$ cat src/rtl/core/ehodo_pkg.sv
`timescale 1ns / 1ps
`default_nettype none

package ehodo_pkg;

  // Number format and iteration setup
  localparam int FRAC_BITS    = 16;
  localparam int CORDIC_STEPS = 16;
  localparam int TAB_LEN      = 24;
  localparam int CORDIC_N     = (CORDIC_STEPS < TAB_LEN) ? CORDIC_STEPS : TAB_LEN;
  localparam int CNT_W        = $clog2(CORDIC_N);
  localparam int TAB_W        = $clog2(TAB_LEN);

  // Heading alignment: bring the top 16 fraction bits to bits [15:0]
  localparam int A16_RSH = (FRAC_BITS >= 16) ? FRAC_BITS - 16 : 0;
  localparam int A16_LSH = (FRAC_BITS < 16) ? 16 - FRAC_BITS : 0;

  // Datapath widths
  localparam int XW   = 34;  // CORDIC x, y in Q2.30 plus guard
  localparam int ZW   = 33;  // residual angle, 2^-32 turn units
  localparam int DW   = 33;  // travel deltas
  localparam int SCW  = 30;  // sine, cosine in Q28
  localparam int PW   = DW + SCW;  // product
  localparam int SW   = 64;  // product sum
  localparam int RW   = SW - 28;  // rounded delta
  localparam int ACW  = RW + 1;  // accumulator sum before saturation

  localparam logic signed [XW-1:0] GAIN_Q30 = XW'(652032874);
  localparam logic signed [SW-1:0] RND_HALF = SW'(64'd1 << 27);

  // Microprogram
  localparam int PC_W = 4;
  localparam logic [PC_W-1:0] STEP_LOAD   = PC_W'(0);
  localparam logic [PC_W-1:0] STEP_CORDIC = PC_W'(1);
  localparam logic [PC_W-1:0] STEP_FOLD   = PC_W'(2);
  localparam logic [PC_W-1:0] STEP_MUL0   = PC_W'(3);
  localparam logic [PC_W-1:0] STEP_MUL1   = PC_W'(4);
  localparam logic [PC_W-1:0] STEP_MUL2   = PC_W'(5);
  localparam logic [PC_W-1:0] STEP_MUL3   = PC_W'(6);
  localparam logic [PC_W-1:0] STEP_SUMY   = PC_W'(7);
  localparam logic [PC_W-1:0] STEP_UPDY   = PC_W'(8);
  localparam logic [PC_W-1:0] STEP_EMIT   = PC_W'(9);
  localparam logic [PC_W-1:0] STEP_CLR    = PC_W'(10);

  typedef enum logic [2:0] {
    OP_NOP, OP_LOAD, OP_CLEAR, OP_CORDIC, OP_FOLD, OP_UPD_X, OP_UPD_Y, OP_EMIT
  } dp_op_e;

  typedef enum logic [2:0] {
    MUL_NONE, MUL_LAT_C, MUL_FWD_S, MUL_FWD_C, MUL_LAT_S
  } mul_sel_e;

  typedef enum logic [1:0] {
    ACC_NONE, ACC_SET, ACC_ADD, ACC_SUB
  } acc_op_e;

  typedef enum logic [1:0] {
    WAIT_NONE, WAIT_IN, WAIT_OUT
  } wait_e;

  typedef enum logic [1:0] {
    JMP_NEXT, JMP_ALWAYS, JMP_IF_CLEAR, JMP_IF_MORE
  } jump_e;

  typedef struct packed {
    dp_op_e            op;
    mul_sel_e          mul;
    acc_op_e           acc;
    wait_e             wt;
    jump_e             jmp;
    logic [PC_W-1:0]   target;
  } ctrl_word_t;

  typedef struct packed {
    logic in_valid;
    logic clear_op;
    logic more;
    logic out_free;
  } seq_status_t;

  function automatic ctrl_word_t mk_word(input dp_op_e op, input mul_sel_e mul,
                                         input acc_op_e acc, input wait_e wt,
                                         input jump_e jmp, input logic [PC_W-1:0] target);
    ctrl_word_t w;
    w.op     = op;
    w.mul    = mul;
    w.acc    = acc;
    w.wt     = wt;
    w.jmp    = jmp;
    w.target = target;
    return w;
  endfunction

  function automatic ctrl_word_t ucode(input logic [PC_W-1:0] pc);
    ctrl_word_t w;
    unique case (pc)
      STEP_LOAD:   w = mk_word(OP_LOAD,   MUL_NONE,  ACC_NONE, WAIT_IN,   JMP_IF_CLEAR, STEP_CLR);
      STEP_CORDIC: w = mk_word(OP_CORDIC, MUL_NONE,  ACC_NONE, WAIT_NONE, JMP_IF_MORE,  STEP_CORDIC);
      STEP_FOLD:   w = mk_word(OP_FOLD,   MUL_NONE,  ACC_NONE, WAIT_NONE, JMP_NEXT,     STEP_LOAD);
      STEP_MUL0:   w = mk_word(OP_NOP,    MUL_LAT_C, ACC_NONE, WAIT_NONE, JMP_NEXT,     STEP_LOAD);
      STEP_MUL1:   w = mk_word(OP_NOP,    MUL_FWD_S, ACC_SET,  WAIT_NONE, JMP_NEXT,     STEP_LOAD);
      STEP_MUL2:   w = mk_word(OP_NOP,    MUL_FWD_C, ACC_ADD,  WAIT_NONE, JMP_NEXT,     STEP_LOAD);
      STEP_MUL3:   w = mk_word(OP_UPD_X,  MUL_LAT_S, ACC_SET,  WAIT_NONE, JMP_NEXT,     STEP_LOAD);
      STEP_SUMY:   w = mk_word(OP_NOP,    MUL_NONE,  ACC_SUB,  WAIT_NONE, JMP_NEXT,     STEP_LOAD);
      STEP_UPDY:   w = mk_word(OP_UPD_Y,  MUL_NONE,  ACC_NONE, WAIT_NONE, JMP_NEXT,     STEP_LOAD);
      STEP_EMIT:   w = mk_word(OP_EMIT,   MUL_NONE,  ACC_NONE, WAIT_OUT,  JMP_ALWAYS,   STEP_LOAD);
      STEP_CLR:    w = mk_word(OP_CLEAR,  MUL_NONE,  ACC_NONE, WAIT_NONE, JMP_ALWAYS,   STEP_EMIT);
      default:     w = mk_word(OP_NOP,    MUL_NONE,  ACC_NONE, WAIT_NONE, JMP_ALWAYS,   STEP_LOAD);
    endcase
    return w;
  endfunction

  // atan(2^-i) in 2^-32 turn units
  function automatic logic signed [ZW-1:0] atan_turns(input logic [TAB_W-1:0] idx);
    logic signed [ZW-1:0] v;
    unique case (idx)
      5'd0:    v = ZW'(536870912);
      5'd1:    v = ZW'(316933406);
      5'd2:    v = ZW'(167458907);
      5'd3:    v = ZW'(85004756);
      5'd4:    v = ZW'(42667331);
      5'd5:    v = ZW'(21354465);
      5'd6:    v = ZW'(10679838);
      5'd7:    v = ZW'(5340245);
      5'd8:    v = ZW'(2670163);
      5'd9:    v = ZW'(1335087);
      5'd10:   v = ZW'(667544);
      5'd11:   v = ZW'(333772);
      5'd12:   v = ZW'(166886);
      5'd13:   v = ZW'(83443);
      5'd14:   v = ZW'(41722);
      5'd15:   v = ZW'(20861);
      5'd16:   v = ZW'(10430);
      5'd17:   v = ZW'(5215);
      5'd18:   v = ZW'(2608);
      5'd19:   v = ZW'(1304);
      5'd20:   v = ZW'(652);
      5'd21:   v = ZW'(326);
      5'd22:   v = ZW'(163);
      5'd23:   v = ZW'(81);
      default: v = '0;
    endcase
    return v;
  endfunction

  function automatic logic [15:0] heading_to_a16(input logic [31:0] h);
    return 16'((h >> A16_RSH) << A16_LSH);
  endfunction

  function automatic logic signed [31:0] sat32(input logic signed [ACW-1:0] v);
    logic signed [ACW-1:0] hi;
    logic signed [ACW-1:0] lo;
    hi = ACW'(64'sh7FFF_FFFF);
    lo = -ACW'(64'sh8000_0000);
    if (v > hi) begin
      return 32'sh7FFF_FFFF;
    end else if (v < lo) begin
      return 32'sh8000_0000;
    end
    return 32'(v);
  endfunction

endpackage

`default_nettype wire

$ cat src/rtl/core/ehodo_seq.sv
`timescale 1ns / 1ps
`default_nettype none

module ehodo_seq (
  input  wire logic                  clk_i,
  input  wire logic                  rst_ni,
  input  wire ehodo_pkg::seq_status_t status_i,
  output ehodo_pkg::ctrl_word_t       ctrl_o,
  output logic                        exec_o
);

  logic [ehodo_pkg::PC_W-1:0] pc_q, pc_d;
  ehodo_pkg::ctrl_word_t      word;
  logic                       go;
  logic                       taken;

  assign word = ehodo_pkg::ucode(pc_q);

  // Hold the step while its wait condition is not met
  always_comb begin
    unique case (word.wt)
      ehodo_pkg::WAIT_NONE: go = 1'b1;
      ehodo_pkg::WAIT_IN:   go = status_i.in_valid;
      ehodo_pkg::WAIT_OUT:  go = status_i.out_free;
      default:              go = 1'b0;
    endcase
  end

  always_comb begin
    unique case (word.jmp)
      ehodo_pkg::JMP_NEXT:     taken = 1'b0;
      ehodo_pkg::JMP_ALWAYS:   taken = 1'b1;
      ehodo_pkg::JMP_IF_CLEAR: taken = status_i.clear_op;
      ehodo_pkg::JMP_IF_MORE:  taken = status_i.more;
      default:                 taken = 1'b0;
    endcase
  end

  always_comb begin
    pc_d = pc_q;
    if (go) begin
      pc_d = taken ? word.target : pc_q + 1'b1;
    end
  end

  always_ff @(posedge clk_i or negedge rst_ni) begin
    if (!rst_ni) begin
      pc_q <= ehodo_pkg::STEP_LOAD;
    end else begin
      pc_q <= pc_d;
    end
  end

  assign ctrl_o = word;
  assign exec_o = go;

endmodule

`default_nettype wire

$ cat src/rtl/core/ehodo_dp.sv
`timescale 1ns / 1ps
`default_nettype none

module ehodo_dp (
  input  wire logic                 clk_i,
  input  wire logic                 rst_ni,
  input  wire logic                 exec_i,
  input  wire ehodo_pkg::ctrl_word_t ctrl_i,
  input  wire logic                 mode_i,
  input  wire logic                 op_i,
  input  wire logic signed [31:0]   heading_turns_i,
  input  wire logic signed [31:0]   enc_a_i,
  input  wire logic signed [31:0]   enc_b_i,
  output logic signed [31:0]        acc_x_o,
  output logic signed [31:0]        acc_y_o,
  output logic [15:0]               a16_o,
  output logic                      more_o
);

  localparam int XW  = ehodo_pkg::XW;
  localparam int ZW  = ehodo_pkg::ZW;
  localparam int DW  = ehodo_pkg::DW;
  localparam int SCW = ehodo_pkg::SCW;
  localparam int PW  = ehodo_pkg::PW;
  localparam int SW  = ehodo_pkg::SW;
  localparam int RW  = ehodo_pkg::RW;
  localparam int ACW = ehodo_pkg::ACW;
  localparam int CNT_W = ehodo_pkg::CNT_W;

  // Architectural state
  logic signed [31:0] prev_fwd_q, prev_lat_q;
  logic signed [31:0] acc_x_q, acc_y_q;
  logic [CNT_W-1:0]   iter_q;

  // Working registers
  logic signed [DW-1:0]  dfwd_q, dlat_q;
  logic signed [XW-1:0]  cx_q, cy_q;
  logic signed [ZW-1:0]  cz_q;
  logic [1:0]            quad_q;
  logic [15:0]           a16_q;
  logic signed [SCW-1:0] cos_q, sin_q;
  logic signed [PW-1:0]  prod_q;
  logic signed [SW-1:0]  sum_q;

  logic                  do_load, do_update;
  logic [15:0]           a16_in;
  logic signed [32:0]    enc_sum;
  logic signed [31:0]    fwd, lat;
  logic signed [XW-1:0]  sh_x, sh_y;
  logic signed [ZW-1:0]  atan_v;
  logic signed [XW-1:0]  c_rnd, s_rnd;
  logic signed [SCW-1:0] c_fold, s_fold;
  logic signed [DW-1:0]  mul_a;
  logic signed [SCW-1:0] mul_b;
  logic signed [PW-1:0]  prod_w;
  logic signed [RW-1:0]  delta_rnd;
  logic signed [31:0]    acc_sel;
  logic signed [31:0]    acc_new;

  assign do_load   = exec_i && (ctrl_i.op == ehodo_pkg::OP_LOAD);
  assign do_update = do_load && !op_i;

  assign a16_in = ehodo_pkg::heading_to_a16(heading_turns_i);

  // Travel from the encoders
  assign enc_sum = 33'(enc_a_i) + 33'(enc_b_i);
  always_comb begin
    if (mode_i) begin
      lat = enc_a_i;
      fwd = enc_b_i;
    end else begin
      lat = '0;
      fwd = enc_sum[32:1];
    end
  end

  // One CORDIC rotation step
  assign sh_x   = cx_q >>> iter_q;
  assign sh_y   = cy_q >>> iter_q;
  assign atan_v = ehodo_pkg::atan_turns(ehodo_pkg::TAB_W'(iter_q));
  assign more_o = (iter_q != CNT_W'(ehodo_pkg::CORDIC_N - 1));

  // Round to Q28 and fold back into the full turn
  assign c_rnd = (cx_q + XW'(2)) >>> 2;
  assign s_rnd = (cy_q + XW'(2)) >>> 2;
  always_comb begin
    unique case (quad_q)
      2'd0: begin c_fold = SCW'(c_rnd);  s_fold = SCW'(s_rnd);  end
      2'd1: begin c_fold = -SCW'(s_rnd); s_fold = SCW'(c_rnd);  end
      2'd2: begin c_fold = -SCW'(c_rnd); s_fold = -SCW'(s_rnd); end
      default: begin c_fold = SCW'(s_rnd); s_fold = -SCW'(c_rnd); end
    endcase
  end

  // Shared multiplier
  always_comb begin
    unique case (ctrl_i.mul)
      ehodo_pkg::MUL_LAT_C: begin mul_a = dlat_q; mul_b = cos_q; end
      ehodo_pkg::MUL_FWD_S: begin mul_a = dfwd_q; mul_b = sin_q; end
      ehodo_pkg::MUL_FWD_C: begin mul_a = dfwd_q; mul_b = cos_q; end
      ehodo_pkg::MUL_LAT_S: begin mul_a = dlat_q; mul_b = sin_q; end
      default:              begin mul_a = '0;     mul_b = '0;    end
    endcase
  end
  assign prod_w = PW'(mul_a) * PW'(mul_b);

  // Round the sum to the position LSB and add with saturation
  assign delta_rnd = RW'((sum_q + ehodo_pkg::RND_HALF) >>> 28);
  assign acc_sel   = (ctrl_i.op == ehodo_pkg::OP_UPD_X) ? acc_x_q : acc_y_q;
  assign acc_new   = ehodo_pkg::sat32(ACW'(acc_sel) + ACW'(delta_rnd));

  always_ff @(posedge clk_i or negedge rst_ni) begin
    if (!rst_ni) begin
      prev_fwd_q <= '0;
      prev_lat_q <= '0;
      acc_x_q    <= '0;
      acc_y_q    <= '0;
      iter_q     <= '0;
    end else if (exec_i) begin
      if (do_update) begin
        prev_fwd_q <= fwd;
        prev_lat_q <= lat;
      end
      if (ctrl_i.op == ehodo_pkg::OP_LOAD) begin
        iter_q <= '0;
      end
      if (ctrl_i.op == ehodo_pkg::OP_CORDIC) begin
        iter_q <= iter_q + 1'b1;
      end
      if (ctrl_i.op == ehodo_pkg::OP_CLEAR) begin
        acc_x_q <= '0;
        acc_y_q <= '0;
      end
      if (ctrl_i.op == ehodo_pkg::OP_UPD_X) begin
        acc_x_q <= acc_new;
      end
      if (ctrl_i.op == ehodo_pkg::OP_UPD_Y) begin
        acc_y_q <= acc_new;
      end
    end
  end

  always_ff @(posedge clk_i) begin
    if (do_load) begin
      a16_q  <= a16_in;
      quad_q <= a16_in[15:14];
      cz_q   <= ZW'({a16_in[13:0], 16'h0000});
      cx_q   <= ehodo_pkg::GAIN_Q30;
      cy_q   <= '0;
      dfwd_q <= DW'(fwd) - DW'(prev_fwd_q);
      dlat_q <= DW'(lat) - DW'(prev_lat_q);
    end
    if (exec_i && ctrl_i.op == ehodo_pkg::OP_CORDIC) begin
      if (!cz_q[ZW-1]) begin
        cx_q <= cx_q - sh_y;
        cy_q <= cy_q + sh_x;
        cz_q <= cz_q - atan_v;
      end else begin
        cx_q <= cx_q + sh_y;
        cy_q <= cy_q - sh_x;
        cz_q <= cz_q + atan_v;
      end
    end
    if (exec_i && ctrl_i.op == ehodo_pkg::OP_FOLD) begin
      cos_q <= c_fold;
      sin_q <= s_fold;
    end
    if (exec_i && ctrl_i.mul != ehodo_pkg::MUL_NONE) begin
      prod_q <= prod_w;
    end
    if (exec_i) begin
      unique case (ctrl_i.acc)
        ehodo_pkg::ACC_SET: sum_q <= SW'(prod_q);
        ehodo_pkg::ACC_ADD: sum_q <= sum_q + SW'(prod_q);
        ehodo_pkg::ACC_SUB: sum_q <= sum_q - SW'(prod_q);
        default:            sum_q <= sum_q;
      endcase
    end
  end

  assign acc_x_o = acc_x_q;
  assign acc_y_o = acc_y_q;
  assign a16_o   = a16_q;

endmodule

`default_nettype wire

$ cat src/rtl/core/encoder_heading_odometry_top.sv
// Wheel odometry with heading: each input transaction carries an absolute
// heading (turns, Q16.16) and two encoder positions (revolutions, Q16.16).
// An update op forms forward and lateral travel per the sensor_mode register
// (0: forward is the floor mean of both encoders, no lateral; 1: enc_a is
// lateral, enc_b is forward), takes deltas against the previous travel,
// rotates them by the top 16 fraction bits of the heading and adds them to a
// saturating field position. A clear op zeroes the position and keeps the
// previous travel. Every input transaction yields exactly one output
// transaction with pos_x, pos_y and the 16-bit heading fraction used.
// Timing: a microprogram steps one shared CORDIC stage and one shared
// 33x30 multiplier. An update steps through load, the CORDIC loop, fold,
// the multiply steps, a sum, the y update and emit; a clear steps through
// load, clear and emit. Input is taken again in the cycle after the result
// loads, while the result waits in its own output register. Write
// sensor_mode only while the block is idle; the write port never stalls.
`timescale 1ns / 1ps
`default_nettype none

module encoder_heading_odometry_top (
  input  wire logic               clk_i,
  input  wire logic               rst_ni,
  // configuration write channel
  input  wire logic               cfg_valid_i,
  output logic                    cfg_ready_o,
  input  wire logic               cfg_sensor_mode_i,
  // input sample channel
  input  wire logic               in_valid_i,
  output logic                    in_ready_o,
  input  wire logic               op_i,
  input  wire logic signed [31:0] heading_turns_i,
  input  wire logic signed [31:0] enc_a_i,
  input  wire logic signed [31:0] enc_b_i,
  // output position channel
  output logic                    out_valid_o,
  input  wire logic               out_ready_i,
  output logic signed [31:0]      pos_x_o,
  output logic signed [31:0]      pos_y_o,
  output logic [15:0]             heading_out_o
);

  ehodo_pkg::ctrl_word_t  ctrl;
  ehodo_pkg::seq_status_t status;
  logic                   exec;
  logic                   more;
  logic                   mode_q;
  logic                   out_valid_q, out_valid_d;
  logic                   emit;
  logic signed [31:0]     acc_x, acc_y;
  logic [15:0]            a16;
  logic signed [31:0]     pos_x_q, pos_y_q;
  logic [15:0]            heading_q;

  // Configuration register: always ready, one bit
  assign cfg_ready_o = 1'b1;

  always_ff @(posedge clk_i or negedge rst_ni) begin
    if (!rst_ni) begin
      mode_q <= 1'b0;
    end else if (cfg_valid_i) begin
      mode_q <= cfg_sensor_mode_i;
    end
  end

  // Accept an input transaction only at the load step of the microprogram
  assign in_ready_o = (ctrl.wt == ehodo_pkg::WAIT_IN);

  assign status.in_valid = in_valid_i;
  assign status.clear_op = op_i;
  assign status.more     = more;
  assign status.out_free = !out_valid_q || out_ready_i;

  ehodo_seq u_seq (
    .clk_i    (clk_i),
    .rst_ni   (rst_ni),
    .status_i (status),
    .ctrl_o   (ctrl),
    .exec_o   (exec)
  );

  ehodo_dp u_dp (
    .clk_i           (clk_i),
    .rst_ni          (rst_ni),
    .exec_i          (exec),
    .ctrl_i          (ctrl),
    .mode_i          (mode_q),
    .op_i            (op_i),
    .heading_turns_i (heading_turns_i),
    .enc_a_i         (enc_a_i),
    .enc_b_i         (enc_b_i),
    .acc_x_o         (acc_x),
    .acc_y_o         (acc_y),
    .a16_o           (a16),
    .more_o          (more)
  );

  // Load the output register at the emit step; it waits there for the sink
  assign emit = exec && (ctrl.op == ehodo_pkg::OP_EMIT);

  always_comb begin
    out_valid_d = out_valid_q;
    if (emit) begin
      out_valid_d = 1'b1;
    end else if (out_ready_i) begin
      out_valid_d = 1'b0;
    end
  end

  always_ff @(posedge clk_i or negedge rst_ni) begin
    if (!rst_ni) begin
      out_valid_q <= 1'b0;
    end else begin
      out_valid_q <= out_valid_d;
    end
  end

  always_ff @(posedge clk_i) begin
    if (emit) begin
      pos_x_q   <= acc_x;
      pos_y_q   <= acc_y;
      heading_q <= a16;
    end
  end

  assign out_valid_o   = out_valid_q;
  assign pos_x_o       = pos_x_q;
  assign pos_y_o       = pos_y_q;
  assign heading_out_o = heading_q;

endmodule

`default_nettype wire
$ cat config.mk
export PLATFORM = sky130hd
export DESIGN_NAME = encoder_heading_odometry_top
export DESIGN_NICKNAME = d
export VERILOG_FILES = /design/src/rtl/core/ehodo_pkg.sv /design/src/rtl/core/ehodo_seq.sv /design/src/rtl/core/ehodo_dp.sv /design/src/rtl/core/encoder_heading_odometry_top.sv
export SDC_FILE = /design/constraint.sdc
export NUM_CORES = 2
export LEC_CHECK = 0
export BUFFER_PORTS_ARGS = -buffer_cell sky130_fd_sc_hd__buf_2
export CELL_PAD_IN_SITES_DETAIL_PLACEMENT = 1
export CELL_PAD_IN_SITES_GLOBAL_PLACEMENT = 1
export CORE_MARGIN = 2
export CORE_UTILIZATION = 41
export CTS_CLUSTER_SIZE = 20
export DETAILED_ROUTE_END_ITERATION = 8
export PLACE_DENSITY_LB_ADDON = 0.1
export RECOVER_POWER = 25
export SLEW_MARGIN = 20
export SYNTH_ARGS = -nofsm -noshare
export SYNTH_HDL_FRONTEND = slang
export SYNTH_HIERARCHICAL = 1
export SYNTH_SLANG_ARGS = --single-unit
$ cat constraint.sdc
create_clock -name clk_i -period 11.8 [get_ports clk_i]
set_input_delay 2.95 -clock clk_i [delete_from_list [all_inputs] [get_ports clk_i]]
set_output_delay 2.95 -clock clk_i [all_outputs]
set_load 0.01 [all_outputs]
==> metrics.csv <==
metric,value,unit
final WL,294,mm
hold path startpoint,u_dp/a16_o[5],
Num CTS Buffers,75,
Sw Share,0.541,
vias per cell,5.65,
Lkg Pwr,40.5,nW
"Slew Viols, Final",262,
CP arrival,11.82,ns
Sequential Power Share,0.162,
power per cell area,317,nW/um2
CTS Hold Buffers Added,0,
first-pass GRT wire length,446,mm
fillers,23300,
DP Wirelength,235,mm
clk_skew,0.0571,ns
Die Ht,454,um
Slew HR,-1.28,
initial core utilization,0.412,
final worst-path cycle share,0.962,
Synth Area per Inst,9.01,um2
Cell Int Power,13.1,mW
power share of the combinational group,0.751,
Rows,165,
Hold WC Path Type,flip-flop to flip-flop,
syn_nets,10876,
nets@finish,10900,
Max Cap Violations,5,
R2R Setup Slk,0.44,ns
via count,67780,
initial antenna violation count,5,
DRC violations left,0,
crit path max fanout,18,
r2r worst-path depth,31,
CTS tree,yes,
1st-iter DRT viols,4828,
H-tree levels,3,
"Buf+Inv Stages, Crit Path",8,
Top Family by Delay on Critical Path,adder cells,
number of global-route vias before repair,71496,
Pre-antenna DRT Iters,5,
Post-Syn Area,83200,um2
Net Sw Power,15.4,mW
Critical Path RT,12.27,ns
yosys warns,6,
design area,90100,um2
maximum clock frequency,88.1,MHz
Routed wire per std cell,24.5,um
Reg-to-Reg Start,u_seq/pc_q[2],
Worst Hold Depth,0,
total grt overflow,0,
clock buffer depth,3,
status,finished with violations,
DRT antenna net count,0,
post-layout utilization of the core,0.446,
setup violators final,0,
clock share of power,0.087,
clock sink count,588,
Worst setup SP type,flip-flop,
WS Path Type,flip-flop to flip-flop,
RePlAce Congestion,0.957,
Crit Reg-Reg Endpoint,u_dp/prod_q[62],
cell type of the slowest stage on the worst timing path,ha_1,
Die Area,206000,um2
# IOs,186,
"Reg clk slew, reported paths",0.06,ns
placed inst area,87500,um2
CP max stage delay,0.85,ns
Worst VDD drop,0.313,mV
layout cell share with drive strength beyond 1,0.0817,
Mapped Cells,9231,
pin count of the biggest net entering global routing,82,
Crit. End Element,flip-flop,
Slew @ Worst Pin,3.42,ns
failing checks,"capacitance limit, slew limit",
chip width,454,um
Min-Delay Endpoint,heading_out_o[5],
clk_lat worst skew,0.76,ns
IO Port Bufs,168,
final hold viol count,0,
Tmin final,11.36,ns
root buffer cell,clkbuf_16,
post-synthesis to final-layout area growth,8.32,%
core area,202000,um2
Crit. Startpoint,u_seq/pc_q[2],
Tot GR Track Use,0.285,
[power by group through the flow]
stage	sequential (mW)	combinational [mW]	clock (mW)
after global routing	4.72	23.6	2.63
after floorplan	4.15	15.0	0
after global placement	4.61	20.6	0
final	4.63	21.4	2.49
after detailed placement	4.66	21.1	0
after CTS	4.62	21.3	2.57
[registers in the layout, indices dropped and copies added (netlist names), 4 cells and up]
signal / flops
u_dp/iter_q: 4
u_dp/dfwd_q: 33
pos_y_o: 32
u_dp/sin_q: 30
u_dp/cos_q: 30
u_dp/dlat_q: 33
u_dp/cy_q: 34
u_dp/prev_fwd_q: 32
u_dp/cz_q: 33
heading_out_o: 16
pos_x_o: 32
u_dp/acc_x_o: 32
u_dp/prev_lat_q: 32
u_dp/sum_q: 64
u_dp/prod_q: 63
u_dp/acc_y_o: 32
u_seq/pc_q: 4
u_dp/cx_q: 34
u_dp/a16_o: 14
[area by class of cell]
type                            count  area (um2)  share of cell area
Multi-Input combinational cell   6908       59900               0.664
Sequential cell                   588       17000               0.188
Inverter                         1292        4850              0.0539
Tap cell                         2672        3340              0.0371
Timing Repair Buffer              390        2440              0.0271
Clock buffer                       89        1940              0.0215
Clock inverter                     48         687             0.00762
Antenna cell                        2        5.00           0.0000555
[layer usage]
metal	vias to the layer above	part of all wire	global-route usage
met4	0	0.036	0.0924
met3	407	0.068	0.0519
met1	34834	0.44	0.392
met2	1886	0.45	0.453
li1	30653	-	-
met5	-	0	0
[worst reg2reg max path, delay by kind of cell (launching register included)]
family / cells / cell delay (ns)
AOI/OAI and AO/OA: 9 / 2.66
xor gates and xnor gates: 2 / 0.36
adders and majority gates: 8 / 4.30
buffers and inverters: 8 / 1.50
DFF: 1 / 0.63
and+or+nand+nor: 4 / 1.65
[cell usage in the layout, fill, tap and decap left out, drive strengths merged, types with 138 or more instances in the layout]
master  instances
dfrtp         138
ha            492
fa           1050
a21oi         455
a21o          175
inv          1294
edfxtp        450
buf           342
nand2        1153
o21ai         407
xnor2         346
xor2          232
nor2          935
[metrics by stage]
| step | total power [mW] | worst slack, ns | hold slack (ns) | std cells | setup TNS [ns] |
|---|---|---|---|---|---|
| 2_1_floorplan | 19.1 | 1.70 | 0.400 | 9231 | 0 |
| 3_3_place_gp | 25.2 | 0.570 | 0.402 | 11843 | 0 |
| 3_5_place_dp | 25.8 | 0.247 | 0.405 | 11845 | 0 |
| 4_1_cts | 28.5 | 0.268 | 0.420 | 11982 | 0 |
| 5_1_grt | 31.0 | -0.00405 | 0.427 | 11988 | -0.00405 |
| 6_report | 28.5 | 0.445 | 0.415 | 11989 | 0 |
[worst max-delay path by stage]
stage | cells after the start | to | slack [ns]
after global routing | 31 | u_dp/prod_q[62] | -0.004
final | 31 | u_dp/prod_q[62] | 0.44
after floorplan | 34 | u_dp/prod_q[62] | 1.70
after detailed placement | 35 | u_dp/prod_q[56] | 0.25
after CTS | 35 | u_dp/prod_q[56] | 0.27
after global placement | 35 | u_dp/prod_q[56] | 0.57
[repair_timing]
item,CTS,global route
endpoints found under the setup margin,0,4
setup buffers,0,0
resized for setup,0,12
Power figures use the tool's default switching activity.
